## src/fmcm_pkg.sv

```systemverilog
// Shared types and constants of the faulty memory cell model.
// Request/response payloads, configuration bundle, request and mode codes.
// No dependencies.
package fmcm_pkg;

    localparam int SEQ_MAX_DEF = 8;

    // Request codes
    localparam logic [1:0] REQ_READ  = 2'd0;
    localparam logic [1:0] REQ_WRITE = 2'd1;
    localparam logic [1:0] REQ_CLEAR = 2'd2;

    // Fault modes
    localparam logic [1:0] FM_NONE  = 2'd0;
    localparam logic [1:0] FM_VALUE = 2'd1;
    localparam logic [1:0] FM_SEQ   = 2'd2;

    // Configuration register indexes
    localparam logic [2:0] CFG_FAULT_MODE    = 3'd0;
    localparam logic [2:0] CFG_TRIGGER_VALUE = 3'd1;
    localparam logic [2:0] CFG_SEQ_LENGTH    = 3'd2;
    localparam logic [2:0] CFG_SEQ_KINDS     = 3'd3;
    localparam logic [2:0] CFG_SEQ_VALUES    = 3'd4;
    localparam logic [2:0] CFG_FAULT_CELL    = 3'd5;
    localparam logic [2:0] CFG_FAULT_READ    = 3'd6;

    localparam int CFG_IDX_W  = 3;
    localparam int CFG_DATA_W = 8;

    // Cell value meaning "unknown"
    localparam logic signed [1:0] VAL_UNKNOWN = -2'sd1;

    typedef struct packed {
        logic [1:0] req_type;
        logic       data_value;
    } t_req;

    typedef struct packed {
        logic signed [1:0] read_result;
        logic              fault_fired;
    } t_rsp;

    typedef struct packed {
        logic [1:0]        fault_mode;
        logic signed [1:0] trigger_value;
        logic [3:0]        seq_length;
        logic [7:0]        seq_kinds;
        logic [7:0]        seq_values;
        logic signed [1:0] fault_cell_value;
        logic signed [1:0] fault_read_value;
    } t_cfg;

    // One history entry: access data, access kind, cell value before it
    typedef struct packed {
        logic              data;
        logic              kind;
        logic signed [1:0] prev_val;
    } t_hist;

endpackage

```

## src/fmcm_cfg.sv

```systemverilog
// Configuration register file of the faulty memory cell model.
// Depends on fmcm_pkg.
module fmcm_cfg
    import fmcm_pkg::*;
(
    input  logic                  i_clk,
    input  logic                  i_rst_n,
    input  logic                  i_cfg_we,
    input  logic [CFG_IDX_W-1:0]  i_cfg_idx,
    input  logic [CFG_DATA_W-1:0] i_cfg_data,
    output t_cfg                  o_cfg
);

    t_cfg r_cfg;
    t_cfg n_cfg;

    always_comb begin
        n_cfg = r_cfg;
        if (i_cfg_we) begin
            case (i_cfg_idx)
                CFG_FAULT_MODE:    n_cfg.fault_mode       = i_cfg_data[1:0];
                CFG_TRIGGER_VALUE: n_cfg.trigger_value    = i_cfg_data[1:0];
                CFG_SEQ_LENGTH:    n_cfg.seq_length       = i_cfg_data[3:0];
                CFG_SEQ_KINDS:     n_cfg.seq_kinds        = i_cfg_data;
                CFG_SEQ_VALUES:    n_cfg.seq_values       = i_cfg_data;
                CFG_FAULT_CELL:    n_cfg.fault_cell_value = i_cfg_data[1:0];
                CFG_FAULT_READ:    n_cfg.fault_read_value = i_cfg_data[1:0];
                default:           n_cfg = r_cfg;
            endcase
        end
    end

    always_ff @(posedge i_clk) begin
        if (!i_rst_n) begin
            r_cfg.fault_mode       <= FM_NONE;
            r_cfg.trigger_value    <= 2'sd0;
            r_cfg.seq_length       <= 4'd1;
            r_cfg.seq_kinds        <= 8'd0;
            r_cfg.seq_values       <= 8'd0;
            r_cfg.fault_cell_value <= VAL_UNKNOWN;
            r_cfg.fault_read_value <= VAL_UNKNOWN;
        end else begin
            r_cfg <= n_cfg;
        end
    end

    assign o_cfg = r_cfg;

endmodule

```

## src/fmcm_core.sv

```systemverilog
// Cell state, access history and trigger evaluation.
// Computes the response of the request being accepted. Depends on fmcm_pkg.
module fmcm_core
    import fmcm_pkg::*;
#(
    parameter int SEQ_MAX = SEQ_MAX_DEF
) (
    input  logic i_clk,
    input  logic i_rst_n,
    input  logic i_acc,
    input  t_req i_req,
    input  t_cfg i_cfg,
    output t_rsp o_rsp
);

    localparam int          CNT_W     = $clog2(SEQ_MAX + 1);
    localparam logic [4:0]  SEQ_MAX_W = 5'(SEQ_MAX);
    localparam logic [CNT_W-1:0] CNT_MAX = CNT_W'(SEQ_MAX);

    logic signed [1:0] r_cell;
    logic signed [1:0] n_cell;
    t_hist             r_win [SEQ_MAX];
    t_hist             n_win [SEQ_MAX];
    logic [CNT_W-1:0]  r_cnt;
    logic [CNT_W-1:0]  n_cnt;

    logic              is_access;
    logic              is_read;
    logic              rec;
    logic [4:0]        len;
    logic [4:0]        pos;
    logic              seq_hit;
    logic              fired;
    t_hist             entry;

    always_comb begin
        is_access = (i_req.req_type == REQ_READ) || (i_req.req_type == REQ_WRITE);
        is_read   = (i_req.req_type == REQ_READ);
        rec       = is_access && (i_cfg.fault_mode == FM_SEQ);

        entry.data     = i_req.data_value;
        entry.kind     = (i_req.req_type == REQ_WRITE);
        entry.prev_val = r_cell;

        // Shift in the new access, newest at the front
        n_win[0] = entry;
        for (int j = 1; j < SEQ_MAX; j++) begin
            n_win[j] = r_win[j-1];
        end

        n_cnt = r_cnt;
        if (i_req.req_type == REQ_CLEAR) begin
            n_cnt = '0;
        end else if (rec && (r_cnt != CNT_MAX)) begin
            n_cnt = r_cnt + 1'b1;
        end

        // Effective sequence length, capped at the window depth
        len = ({1'b0, i_cfg.seq_length} > SEQ_MAX_W) ? SEQ_MAX_W : {1'b0, i_cfg.seq_length};

        seq_hit = (len != 5'd0) && (5'(n_cnt) >= len);
        pos     = '0;
        for (int j = 0; j < SEQ_MAX; j++) begin
            if (5'(j) < len) begin
                // Window slot j holds sequence access len-1-j
                pos = len - 5'd1 - 5'(j);
                if (pos < 5'd8) begin
                    if ((n_win[j].kind != i_cfg.seq_kinds[pos[2:0]]) ||
                        (n_win[j].data != i_cfg.seq_values[pos[2:0]])) begin
                        seq_hit = 1'b0;
                    end
                end else if (n_win[j].kind || n_win[j].data) begin
                    seq_hit = 1'b0;
                end
                if ((5'(j) == len - 5'd1) && (n_win[j].prev_val != i_cfg.trigger_value)) begin
                    seq_hit = 1'b0;
                end
            end
        end

        fired = 1'b0;
        if (is_access) begin
            case (i_cfg.fault_mode)
                FM_VALUE: fired = (r_cell == i_cfg.trigger_value);
                FM_SEQ:   fired = seq_hit;
                default:  fired = 1'b0;
            endcase
        end

        n_cell = r_cell;
        if (i_req.req_type == REQ_WRITE) begin
            n_cell = {1'b0, i_req.data_value};
        end
        if (fired) begin
            n_cell = i_cfg.fault_cell_value;
        end

        o_rsp.fault_fired = fired;
        o_rsp.read_result = VAL_UNKNOWN;
        if (is_read) begin
            if (!fired) begin
                o_rsp.read_result = r_cell;
            end else if (i_cfg.fault_read_value != VAL_UNKNOWN) begin
                o_rsp.read_result = i_cfg.fault_read_value;
            end else begin
                o_rsp.read_result = i_cfg.fault_cell_value;
            end
        end
    end

    always_ff @(posedge i_clk) begin
        if (!i_rst_n) begin
            r_cell <= VAL_UNKNOWN;
            r_cnt  <= '0;
        end else if (i_acc) begin
            r_cell <= n_cell;
            r_cnt  <= n_cnt;
        end
    end

    // History payload: guarded by the count, needs no reset
    always_ff @(posedge i_clk) begin
        if (i_acc && rec) begin
            r_win <= n_win;
        end
    end

endmodule

```

## src/fmcm_obuf.sv

```systemverilog
// Output register with a skid stage for the response channel.
// Depends on fmcm_pkg.
module fmcm_obuf
    import fmcm_pkg::*;
(
    input  logic i_clk,
    input  logic i_rst_n,
    input  logic i_valid,
    input  t_rsp i_rsp,
    output logic o_full,
    output logic o_valid,
    input  logic i_stall,
    output t_rsp o_rsp
);

    logic r_out_v;
    logic r_skid_v;
    t_rsp r_out;
    t_rsp r_skid;
    logic in_acc;
    logic out_free;

    assign in_acc   = i_valid && !r_skid_v;
    assign out_free = !r_out_v || !i_stall;

    always_ff @(posedge i_clk) begin
        if (!i_rst_n) begin
            r_out_v  <= 1'b0;
            r_skid_v <= 1'b0;
        end else if (out_free) begin
            r_out_v  <= r_skid_v || in_acc;
            r_skid_v <= 1'b0;
        end else if (in_acc) begin
            r_skid_v <= 1'b1;
        end
    end

    always_ff @(posedge i_clk) begin
        if (out_free) begin
            r_out <= r_skid_v ? r_skid : i_rsp;
        end else if (in_acc) begin
            r_skid <= i_rsp;
        end
    end

    assign o_full  = r_skid_v;
    assign o_valid = r_out_v;
    assign o_rsp   = r_out;

endmodule

```

## src/faulty_memory_cell_model_top.sv

```systemverilog
// Top level of the faulty memory cell model.
// Instantiates fmcm_cfg, fmcm_core and fmcm_obuf; depends on fmcm_pkg.
//
// Usage:
//   Request channel: i_valid / o_stall carry one read, write or clear-history
//   request in i_req. A request is taken at a clock edge with i_valid high and
//   o_stall low. Response channel: o_valid / i_stall carry one response in
//   o_rsp per request, in request order.
//   Latency: the response shows on o_valid in the cycle after the request is
//   taken when the response side is free. The cell update, the history shift
//   and the trigger match all settle in the accept cycle, so one request per
//   cycle is sustained while the receiver does not stall.
//   Stall: when the receiver stalls, the held response stays put and one more
//   request is parked in a skid register; o_stall rises only while that skid
//   register is occupied, and drops the cycle after the receiver resumes.
//   Configuration: i_cfg_we writes register i_cfg_idx with i_cfg_data;
//   write only while no request is in flight.
//   Reset (i_rst_n low, synchronous): registers go to their reset values, the
//   cell becomes unknown, the history is emptied and both output stages clear.
module faulty_memory_cell_model_top
    import fmcm_pkg::*;
#(
    parameter int SEQ_MAX = SEQ_MAX_DEF
) (
    input  logic                  i_clk,
    input  logic                  i_rst_n,
    input  logic                  i_valid,
    output logic                  o_stall,
    input  t_req                  i_req,
    output logic                  o_valid,
    input  logic                  i_stall,
    output t_rsp                  o_rsp,
    input  logic                  i_cfg_we,
    input  logic [CFG_IDX_W-1:0]  i_cfg_idx,
    input  logic [CFG_DATA_W-1:0] i_cfg_data
);

    t_cfg cfg;
    t_rsp rsp;
    logic skid_full;
    logic req_acc;

    // Take a request whenever the skid stage has room
    assign req_acc = i_valid && !skid_full;
    assign o_stall = skid_full;

    fmcm_cfg u_cfg (
        .i_clk      (i_clk),
        .i_rst_n    (i_rst_n),
        .i_cfg_we   (i_cfg_we),
        .i_cfg_idx  (i_cfg_idx),
        .i_cfg_data (i_cfg_data),
        .o_cfg      (cfg)
    );

    // Update cell state on every taken request; shift history on taken reads and writes in sequence mode
    fmcm_core #(
        .SEQ_MAX (SEQ_MAX)
    ) u_core (
        .i_clk   (i_clk),
        .i_rst_n (i_rst_n),
        .i_acc   (req_acc),
        .i_req   (i_req),
        .i_cfg   (cfg),
        .o_rsp   (rsp)
    );

    // Hold responses while the receiver stalls
    fmcm_obuf u_obuf (
        .i_clk   (i_clk),
        .i_rst_n (i_rst_n),
        .i_valid (i_valid),
        .i_rsp   (rsp),
        .o_full  (skid_full),
        .o_valid (o_valid),
        .i_stall (i_stall),
        .o_rsp   (o_rsp)
    );

endmodule

```

## config.mk

```make
export PLATFORM = sky130hd
export DESIGN_NAME = faulty_memory_cell_model_top
export DESIGN_NICKNAME = d
export VERILOG_FILES = /design/src/fmcm_pkg.sv /design/src/fmcm_cfg.sv /design/src/fmcm_core.sv /design/src/fmcm_obuf.sv /design/src/faulty_memory_cell_model_top.sv
export SDC_FILE = /design/constraint.sdc
export NUM_CORES = 1
export LEC_CHECK = 0
export BUFFER_PORTS_ARGS = -buffer_cell sky130_fd_sc_hd__buf_2
export CORE_MARGIN = 5
export CORE_UTILIZATION = 56
export DETAILED_ROUTE_END_ITERATION = 10
export PLACE_DENSITY = 0.8
export RECOVER_POWER = 50
export SLEW_MARGIN = 25
export SYNTH_ARGS = -nofsm -noshare
export SYNTH_HDL_FRONTEND = slang
export SYNTH_SLANG_ARGS = --single-unit
```

## constraint.sdc

```tcl
create_clock -name i_clk -period 3.7 [get_ports i_clk]
set_input_delay 0.74 -clock i_clk [delete_from_list [all_inputs] [get_ports i_clk]]
set_output_delay 0.74 -clock i_clk [all_outputs]
set_load 0.02 [all_outputs]
```

Yosys cells after proc, flatten, opt, wreduce, memory -nomap -nowiden
Cells that the tools add are included.
{"block": "word_totals", "output_inout_bits": 5, "wordCells": 250, "reg_bits": 70, "inputBits": 19}
{"block": "op_classes", "eq_ne": 44, "magnitude_cmp": 26, "n_addsub": 9, "n_mux": 83, "bitwise": 2, "n_reduce_logical": 50}
{"cell": "2-to-1 mux 1 bit", "count": 57}
{"cell": "binary-select mux 1 bit (select 3 bit)", "count": 16}
{"cell": "< comparator 5 x 4 -> 1 bit (second input constant)", "count": 8}
{"cell": "< comparator 3 x 4 -> 1 bit (second input constant)", "count": 8}
{"cell": "equality test 3 x 5 -> 1 bit (first input constant)", "count": 4}
{"cell": "< comparator 3 x 5 -> 1 bit (first input constant)", "count": 4}
{"cell": "subtractor 5 x 3 -> 5 bit (second input constant)", "count": 4}
{"cell": "logical OR 1 bit", "count": 19}
{"cell": "AND reduction 2 bit", "count": 9}
{"cell": "!= test 1 bit", "count": 16}
{"cell": "!= test 2 bit", "count": 8}
{"cell": "logical AND 1 bit", "count": 13}
{"cell": "2-to-1 mux 4 bit", "count": 3}
{"cell": "equality test 2 x 5 -> 1 bit (first input constant)", "count": 2}
{"cell": "< comparator 1 x 5 -> 1 bit (first input constant)", "count": 2}
{"cell": "< comparator 2 x 5 -> 1 bit (first input constant)", "count": 2}
{"cell": "2-to-1 mux 2 bit", "count": 5}
{"cell": "subtractor 5 x 1 -> 5 bit (second input constant)", "count": 2}
{"cell": "subtractor 5 x 2 -> 5 bit (second input constant)", "count": 2}
{"cell": "equality test 3 bit (second input constant)", "count": 3}
{"cell": "equality test 3 x 2 -> 1 bit (second input constant)", "count": 2}
{"cell": "equality test 1 x 5 -> 1 bit (first input constant)", "count": 1}
{"cell": "greater-or-equal comparator 4 x 5 -> 1 bit", "count": 1}
{"cell": "zero test 5 bit", "count": 1}
{"cell": "17 further kinds", "count": 22}

Logic depth before layout (Yosys ltp)
Gate-level depths: netlist of run 1.
{"block": "depth", "depth_word": 45, "mapped_depth": 20, "ltp_nobuf": 17}

By module
A second synthesis of run 1 with hierarchy kept.
{"block": "unflattened", "cells_unflattened": 453, "hier_area_um2": 4929.7}
{"mod": "fmcm_core", "n_inst": 1, "cells_per_inst": 328, "area_per_inst_um2": 3503.4}
{"mod": "fmcm_cfg", "n_inst": 1, "cells_per_inst": 108, "area_per_inst_um2": 1123.6}
{"mod": "fmcm_obuf", "n_inst": 1, "cells_per_inst": 16, "area_per_inst_um2": 289.0}
{"mod": "faulty_memory_cell_model_top", "n_inst": 1, "cells_per_inst": 1, "area_per_inst_um2": 13.8}

Worst setup path before layout of run 1
No wires, ideal clock.
{"block": "synth_path", "path_kind": "reg2reg", "startpoint": "register u_cfg.r_cfg (netlist bit u_cfg.o_cfg[20])", "endpoint": "register u_obuf.r_out (netlist bit u_obuf.o_rsp[1]) (data pin)", "t_arrival_ps": 3805, "synth_period_minus_slack_ps": 4071, "setup_time_ps": 266, "required_time_ps": 3434, "stages_incl_launch_ff": 20, "setup_slack_ps": -371, "cell_sequence": "dfxtp_1 -> buf_6 -> nand2b_4 -> buf_6 -> buf_6 -> ha_1 -> buf_2 -> xnor2_2 -> inv_1 -> ha_1 -> clkbuf_1 -> or3_1 -> a31o_2 -> a2111oi_0 -> a2111oi_0 -> a31oi_1 -> nand4_1 -> o22ai_4 -> mux2i_1 -> a31oi_1"}
{"element": "from (decl)", "line_no": "fmcm_cfg.sv:14", "rtl": "t_cfg r_cfg;"}
{"element": "from (signal assigned)", "line_no": "fmcm_cfg.sv:43", "rtl": "r_cfg <= n_cfg;"}
{"element": "to (signal assigned)", "line_no": "fmcm_obuf.sv:40", "rtl": "r_out <= r_skid_v ? r_skid : i_rsp;"}
{"element": "to (decl)", "line_no": "fmcm_obuf.sv:18", "rtl": "t_rsp r_out;"}

==> run_results.csv, run 1 <==
group,metric,value,unit
setup_path,endpoint,"u_obuf.o_rsp[1]",
clocking,clk_pin_slew,0.09,ns
detailed_routing,initialDrtViolationCount,316,
finish,register_area,1750,um^2
flow_run,max_cap_viol_count,0,
detailed_routing,drt_pass1_iterations,5,
logic_synthesis,synth.most_common_cell,"nand2_1",
logic_synthesis,synth_area_leader_cell,"edfxtp_1",
setup_path,worstSetupStartpoint,"u_cfg.o_cfg[23]",
clocking,clockRootBuffer,"clkbuf_8",
finish,layout.nets,584,
setup_path,r2r_cells,16,
setup_path,r2r-start,"u_cfg.o_cfg[23]",
power_and_ir_drop,p_sw,0.491,mW
setup_path,rrSetupSlack,0.04,ns
finish,final_area,5690,um^2
global_routing,antenna_found_initial,0,
logic_synthesis,ys_types,73,
setup_path,path_cells,"nand2b_4 > buf_6 > ha_4 > xnor2_4 > inv_2 > ha_4 > buf_4 > o21ai_2 > o21ai_1 > a221o_1 > or4_4 > a31oi_4 > nand4_1 > o22ai_4 > mux2i_2 > a31oi_1",
logic_synthesis,synth_top_family_by_area,"simple AND/OR/NAND/NOR gates",
timing,rsz0062_at_grt,"true",
detailed_routing,drt-total-wl,12500,um
clocking,holdBufCountCts,0,
power_and_ir_drop,p_int,1.30,mW
timing,worst_pin_slew,0.920,ns
logic_synthesis,synth_cells,476,
status,status,"complete, no violations",
clocking,cts_tree,"done",
die,boundaryPins,24,
placement,place_inst,628,
die,die_x,101,um
timing,setup_violations,0,
placement,gp_congestion,0.978,
detailed_routing,vias,4040,
logic_synthesis,synth_top_area_share,21.9,%
logic_synthesis,async_flop_share,0,%
logic_synthesis,synth_compound_area_share,14.0,%
finish,final_cells,654,
logic_synthesis,synthTopCellsByCount,"nand2_1, nor2_1, mux2i_1",
timing,fin_setup_tns,0,ns
timing,hold_viol_final,0,
logic_synthesis,synth_nets,516,
logic_synthesis,ys_seq_area_share,37.3,%
logic_synthesis,synth_simple_gate_area_share,17.8,%
global_routing,grt_pass1_wl,19900,um
setup_path,path_class,"register to register",
power_and_ir_drop,peakVddDrop,278,uV
timing,timing.fmax,273,MHz
die,die_h,101,um
placement,preCtsSetupSlack,-0.256,ns
power_and_ir_drop,swShare,27.4,%
timing,fin_skew,0.0129,ns
setup_path,cp_max_fo,6,
global_routing,overflow,0,
setup_path,crit_family,"compound AO/OA/AOI/OAI gates",
setup_path,path_buf_inv,3,
die,fp.dieArea,10300,um^2
logic_synthesis,synth_xor_area_share,7.69,%
global_routing,grt_max_degree,32,
finish,multi_input_area,2970,um^2
power_and_ir_drop,power.share.sequential,46.5,%
setup_path,setup.worst_path.start_class,"register",
detailed_routing,routedWlPerCell,19.1,um
logic_synthesis,yosys_warnings,0,
power_and_ir_drop,p_leak,2.17,nW
setup_path,cp.depth,16,
clocking,cts_max_path_buffers,2,
timing,post-route-period-util,99.0,%
timing,drv_slew,0,
placement,dpl-instance-area,5200,um^2
die,initial_core_util,57.1,%
finish,fillCellCount,615,
placement,dp_hpwl,9090,um
setup_path,path_common_cell,"ha_4",
timing,slew-limit-headroom,38.6,%
setup_path,end_kind,"register",
clocking,clk_latency,0.36,ns
power_and_ir_drop,comb_power_share,14.7,%
setup_path,critical-path-max-stage-delay,0.45,ns
hold_path,hp-class,"register to register",
finish,syn2layout_area_growth,21.9,%
placement,port_buffers,23,
detailed_routing,post-route-drc-count,0,
detailed_routing,vias_per_cell,6.18,
setup_path,crit_arrival,3.78,ns
power_and_ir_drop,p_clk_share,38.8,%
timing,setup_ws,0.0369,ns
setup_path,r2r_end,"u_obuf.o_rsp[1]",
logic_synthesis,synth-adder-area-share,5.63,%
logic_synthesis,synthMuxAreaShare,13.6,%
global_routing,grt_pass1_vias,3970,
clocking,cts_sinks,70,
logic_synthesis,synth-seq-cells,70,
detailed_routing,antenna_left,0,
timing,period_minus_slack,3.66,ns
power_and_ir_drop,p_per_area,315,nW/um^2
clocking,cts_made_buffers,9,
logic_synthesis,synth_edf_count,34,
setup_path,crit_required,3.81,ns
logic_synthesis,syn_area_per_cell,9.80,um^2
clocking,h-tree-depth,3,
global_routing,grtUsageTotal,24.9,%
finish,final_layout_size_suffix_gt1_share,28.6,%
finish,antenna_cells,0,
die,fp-row-count,33,
logic_synthesis,synth_area_leaders,"edfxtp_1, dfxtp_1, mux2i_1, ha_1, mux4_2",
die,core,8180,um^2
finish,final_util,69.6,%
setup_path,crit_slowest_cell,"or4_4",
logic_synthesis,synth_area,4670,um^2
logic_synthesis,synth-main-ff-cell,"dfxtp_1",
## per-layer routing
metal	routed length, um	part of all wire (%)	vias to the layer above	track usage (%)
met5	0	0	-	0
met4	291	2.3	0	7.26
met3	885	7.1	29	5.30
met2	6020	48	176	40.9
met1	5300	42	1956	33.2
li1	-	-	1879	-
## registers in the layout, summed over array words and instances, names as in the netlist
signal / cells
u_core.r_cell: 2
u_obuf.r_skid: 3
u_obuf.o_full: 1
u_core.r_cnt: 4
u_core.n_win: 28
u_obuf.o_valid: 1
u_obuf.o_rsp: 3
u_cfg.o_cfg: 28
## worst min-delay path by stage
stage / from / to / slack (ns) / cells after the start
finish: u_core.n_win[13] / u_core.n_win[9] / 0.48 / 0
global route: u_core.n_win[12] / u_core.n_win[8] / 0.49 / 0
CTS: u_core.n_win[20] / u_core.n_win[16] / 0.49 / 0
detailed placement: u_core.n_win[20] / u_core.n_win[16] / 0.47 / 0
global placement: u_core.n_win[20] / u_core.n_win[16] / 0.46 / 0
floorplan: u_core.n_win[10] / u_core.n_win[6] / 0.44 / 0
## power groups by stage
stage	Clock (mW)	Combinational [mW]	Sequential, mW
finish	0.696	0.263	0.833
global placement	0	0.225	0.849
floorplan	0	0.158	0.846
global route	0.737	0.284	0.835
detailed placement	0	0.230	0.850
CTS	0.704	0.241	0.832
## cell families after synthesis
logic type,after synthesis
AND/OR/NAND/NOR,163
flip-flops,70
AO/OA/AOI/OAI,92
XOR/XNOR,37
buffers and inverters,42
multiplexers,51
adder cells (fa/ha/maj),21
## cells in the final DEF (no fill, tap or decap), types with 9 or more instances in the layout
cell / count
dfxtp_1: 31
buf_2: 20
clkbuf_8: 9
buf_4: 55
mux4_2: 9
xnor2_1: 15
inv_1: 16
ha_1: 15
nor3_1: 11
mux2i_1: 34
nand2_1: 51
edfxtp_1: 34
nor2_1: 41
xor2_1: 18
a21oi_1: 26
nor2b_1: 9
## final cells by class
type	instances	area share [%]
tap	105	2.31
sequential	70	30.7
inverter	19	1.25
clock inverter	6	1.32
multi-input combinational	364	52.2
clock buffer	10	2.62
timing repair buffer	80	9.61
## metrics by stage
stage          total power [mW]  hold WS, ns
2_1_floorplan              1.00        0.442
4_1_cts                    1.78        0.486
3_5_place_dp               1.08        0.467
5_1_grt                    1.86        0.490
3_3_place_gp               1.07        0.457
6_report                   1.79        0.483
## repair_timing
| action | CTS | global route |
|---|---|---|
| resized for setup | 18 | 27 |
| pin swaps | 3 | 13 |
| buffers inserted | 6 | 5 |
| setup endpoints to repair | 4 | 6 |
| endpoints found under the hold margin | 0 | 0 |
No activity file was read; power rests on OpenSTA's default activity.
==> inputs of run 2 (changes only) <==
--- a/config.mk
+++ b/config.mk
@@ -9,6 +9,7 @@
 export CORE_MARGIN = 5
 export CORE_UTILIZATION = 56
 export DETAILED_ROUTE_END_ITERATION = 10
+export MAX_ROUTING_LAYER = met4
 export PLACE_DENSITY = 0.8
 export RECOVER_POWER = 50
 export SLEW_MARGIN = 25
==> run 2 against run 1 <==
Effect of this change:
- register-to-register slack improved by 0.02 ns
- design area up 0.22%
- clock power shrank 3.3%
- flip-flop and latch count is the same
- wire length up 2.4%
- combinational power grew 2%
- total power is 1.0% lower
- core utilization up 0.15 points
- clock skew increased by 0.0012 ns
- hold slack worse by 0.00075 ns
- largest power group unchanged
==> run_results.csv, run 2 (synthesis gave the netlist of run 1 again) <==
group,metric,value,unit
setup_path,crit_arrival,3.75,ns
die,boundaryPins,24,
timing,post-route-period-util,98.4,%
status,status,"complete, no violations",
clocking,clk_pin_slew,0.08,ns
power_and_ir_drop,comb_power_share,15.2,%
die,fp-row-count,33,
setup_path,crit_family,"compound AO/OA/AOI/OAI gates",
finish,final_cell_mix,"nand2_1, buf_4, nor2_1",
setup_path,end_kind,"register",
power_and_ir_drop,power.share.sequential,46.9,%
detailed_routing,initialDrtViolationCount,264,
setup_path,path_cells,"nand2b_4 > buf_6 > ha_4 > xnor2_4 > inv_2 > ha_4 > buf_6 > or3_4 > a31o_4 > a2111oi_4 > a2111oi_4 > a31oi_1 > nand4_1 > o22ai_4 > mux2i_2 > a31oi_1",
finish,final_util,69.7,%
detailed_routing,drt_pass1_iterations,5,
timing,hold_viol_final,0,
setup_path,critical-path-max-stage-delay,0.34,ns
placement,port_buffers,23,
timing,setup_violations,0,
die,die_x,101,um
power_and_ir_drop,peakVddDrop,220,uV
setup_path,crit_slowest_cell,"dfxtp_2",
clocking,cts_sinks,70,
finish,final_cells,650,
timing,drv_slew,0,
finish,fillCellCount,606,
global_routing,grt_pass1_vias,4010,
global_routing,antenna_found_initial,0,
finish,antenna_cells,0,
placement,preCtsSetupSlack,-0.160,ns
clocking,clockRootBuffer,"clkbuf_8",
setup_path,cp_max_fo,4,
timing,period_minus_slack,3.64,ns
setup_path,path_buf_inv,3,
timing,setup_ws,0.0594,ns
finish,final_layout_size_suffix_gt1_share,28.8,%
die,die_h,101,um
clocking,cts_max_path_buffers,2,
timing,slew-limit-headroom,38.2,%
clocking,h-tree-depth,3,
clocking,cts_made_buffers,9,
hold_path,hp-class,"register to register",
timing,worst_pin_slew,0.925,ns
setup_path,path_class,"register to register",
global_routing,grt_max_degree,32,
clocking,clk_latency,0.37,ns
placement,dp_hpwl,9340,um
timing,timing.fmax,275,MHz
detailed_routing,vias_per_cell,6.18,
placement,gp_congestion,0.998,
timing,hold_ws,0.482,ns
global_routing,overflow,0,
placement,place_inst,627,
detailed_routing,vias,4016,
global_routing,grt_pass1_wl,20300,um
die,fp.dieArea,10300,um^2
setup_path,crit_required,3.81,ns
power_and_ir_drop,swShare,28.2,%
global_routing,grtUsageTotal,26.7,%
power_and_ir_drop,p_sw,0.500,mW
power_and_ir_drop,p_int,1.27,mW
flow_run,max_cap_viol_count,0,
detailed_routing,drt-total-wl,12800,um
power_and_ir_drop,p_leak,2.13,nW
clocking,cts_tree,"done",
die,initial_core_util,57.1,%
finish,layout.nets,580,
power_and_ir_drop,fin_total_pwr,1.77,mW
detailed_routing,routedWlPerCell,19.7,um
detailed_routing,post-route-drc-count,0,
detailed_routing,antenna_left,0,
timing,fin_skew,0.0141,ns
power_and_ir_drop,p_clk_share,37.9,%
setup_path,setup.worst_path.start_class,"register",
die,core,8180,um^2
power_and_ir_drop,p_per_area,311,nW/um^2
finish,syn2layout_area_growth,22.2,%
timing,rsz0062_at_grt,"true",
run 2: cell count changes in the layout (fill, tap and decap cells not counted), sizes merged:
cell / previous run / this run
inv: 22 / 21
buf: 77 / 73
clkinv: 1 / 3
clkinvlp: 1 / 0
run 2: area by class of cell:
type / instances / area, um^2 / share of cell area, %
Clock buffer: 10 / 138 / 2.41
Clock inverter: 6 / 67.6 / 1.18
Tap cell: 105 / 131 / 2.30
Timing Repair Buffer: 76 / 517 / 9.06
Multi-Input combinational cell: 364 / 3030 / 53.1
Inverter: 19 / 71.3 / 1.25
Sequential cell: 70 / 1750 / 30.6
run 2: per-stage QoR:
stage	instance area, um^2	TNS [ns]
6_report	5700	0
3_5_place_dp	5190	-0.542
5_1_grt	5700	-0.179
3_3_place_gp	5190	-0.0854
4_1_cts	5460	0
2_1_floorplan	4740	0
run 2: path summary, 6_finish.rpt:
kind	from	endpoint	slack, ns	cells past startpoint
worst max-delay path	u_cfg.o_cfg[23]	u_obuf.o_rsp[2]	0.06	16
worst min-delay path	u_core.n_win[21]	u_core.n_win[17]	0.48	0
worst max register to register	u_cfg.o_cfg[23]	u_obuf.o_rsp[2]	0.06	16
worst min register to register	u_core.n_win[21]	u_core.n_win[17]	0.48	0
run 2: what timing repair did:
action,CTS,global route
pin swaps,8,20
hold buffers,0,0
endpoints found under the setup margin,4,7
endpoints found under the hold margin,0,0
resized for setup,9,43
setup buffers,4,4
run 2: power groups by stage:
stage / clock network [mW] / logic (mW) / registers (mW)
global placement: 0 / 0.227 / 0.849
detailed placement: 0 / 0.232 / 0.850
global route: 0.722 / 0.290 / 0.835
finish: 0.673 / 0.269 / 0.833
CTS: 0.673 / 0.239 / 0.832
floorplan: 0 / 0.158 / 0.846
run 2: layer usage:
layer | wire length, um | part of all wire [%] | track usage [%]
met1 | 5310 | 41 | 34.1
met2 | 6180 | 48 | 42.1
met3 | 946 | 7.4 | 5.03
met4 | 362 | 2.8 | 10.0
met5 | 0 | 0 | -
run 2: worst register-to-register path, stage by stage (launching register included):
cell       delay (ns)
dfxtp_2          0.34
nand2b_4         0.15
buf_6            0.12
ha_4             0.17
xnor2_4          0.18
inv_2            0.09
ha_4             0.17
buf_6            0.11
or3_4            0.32
a31o_4           0.27
a2111oi_4        0.34
a2111oi_4        0.07
a31oi_1          0.21
nand4_1          0.19
o22ai_4          0.27
mux2i_2          0.28
a31oi_1          0.10
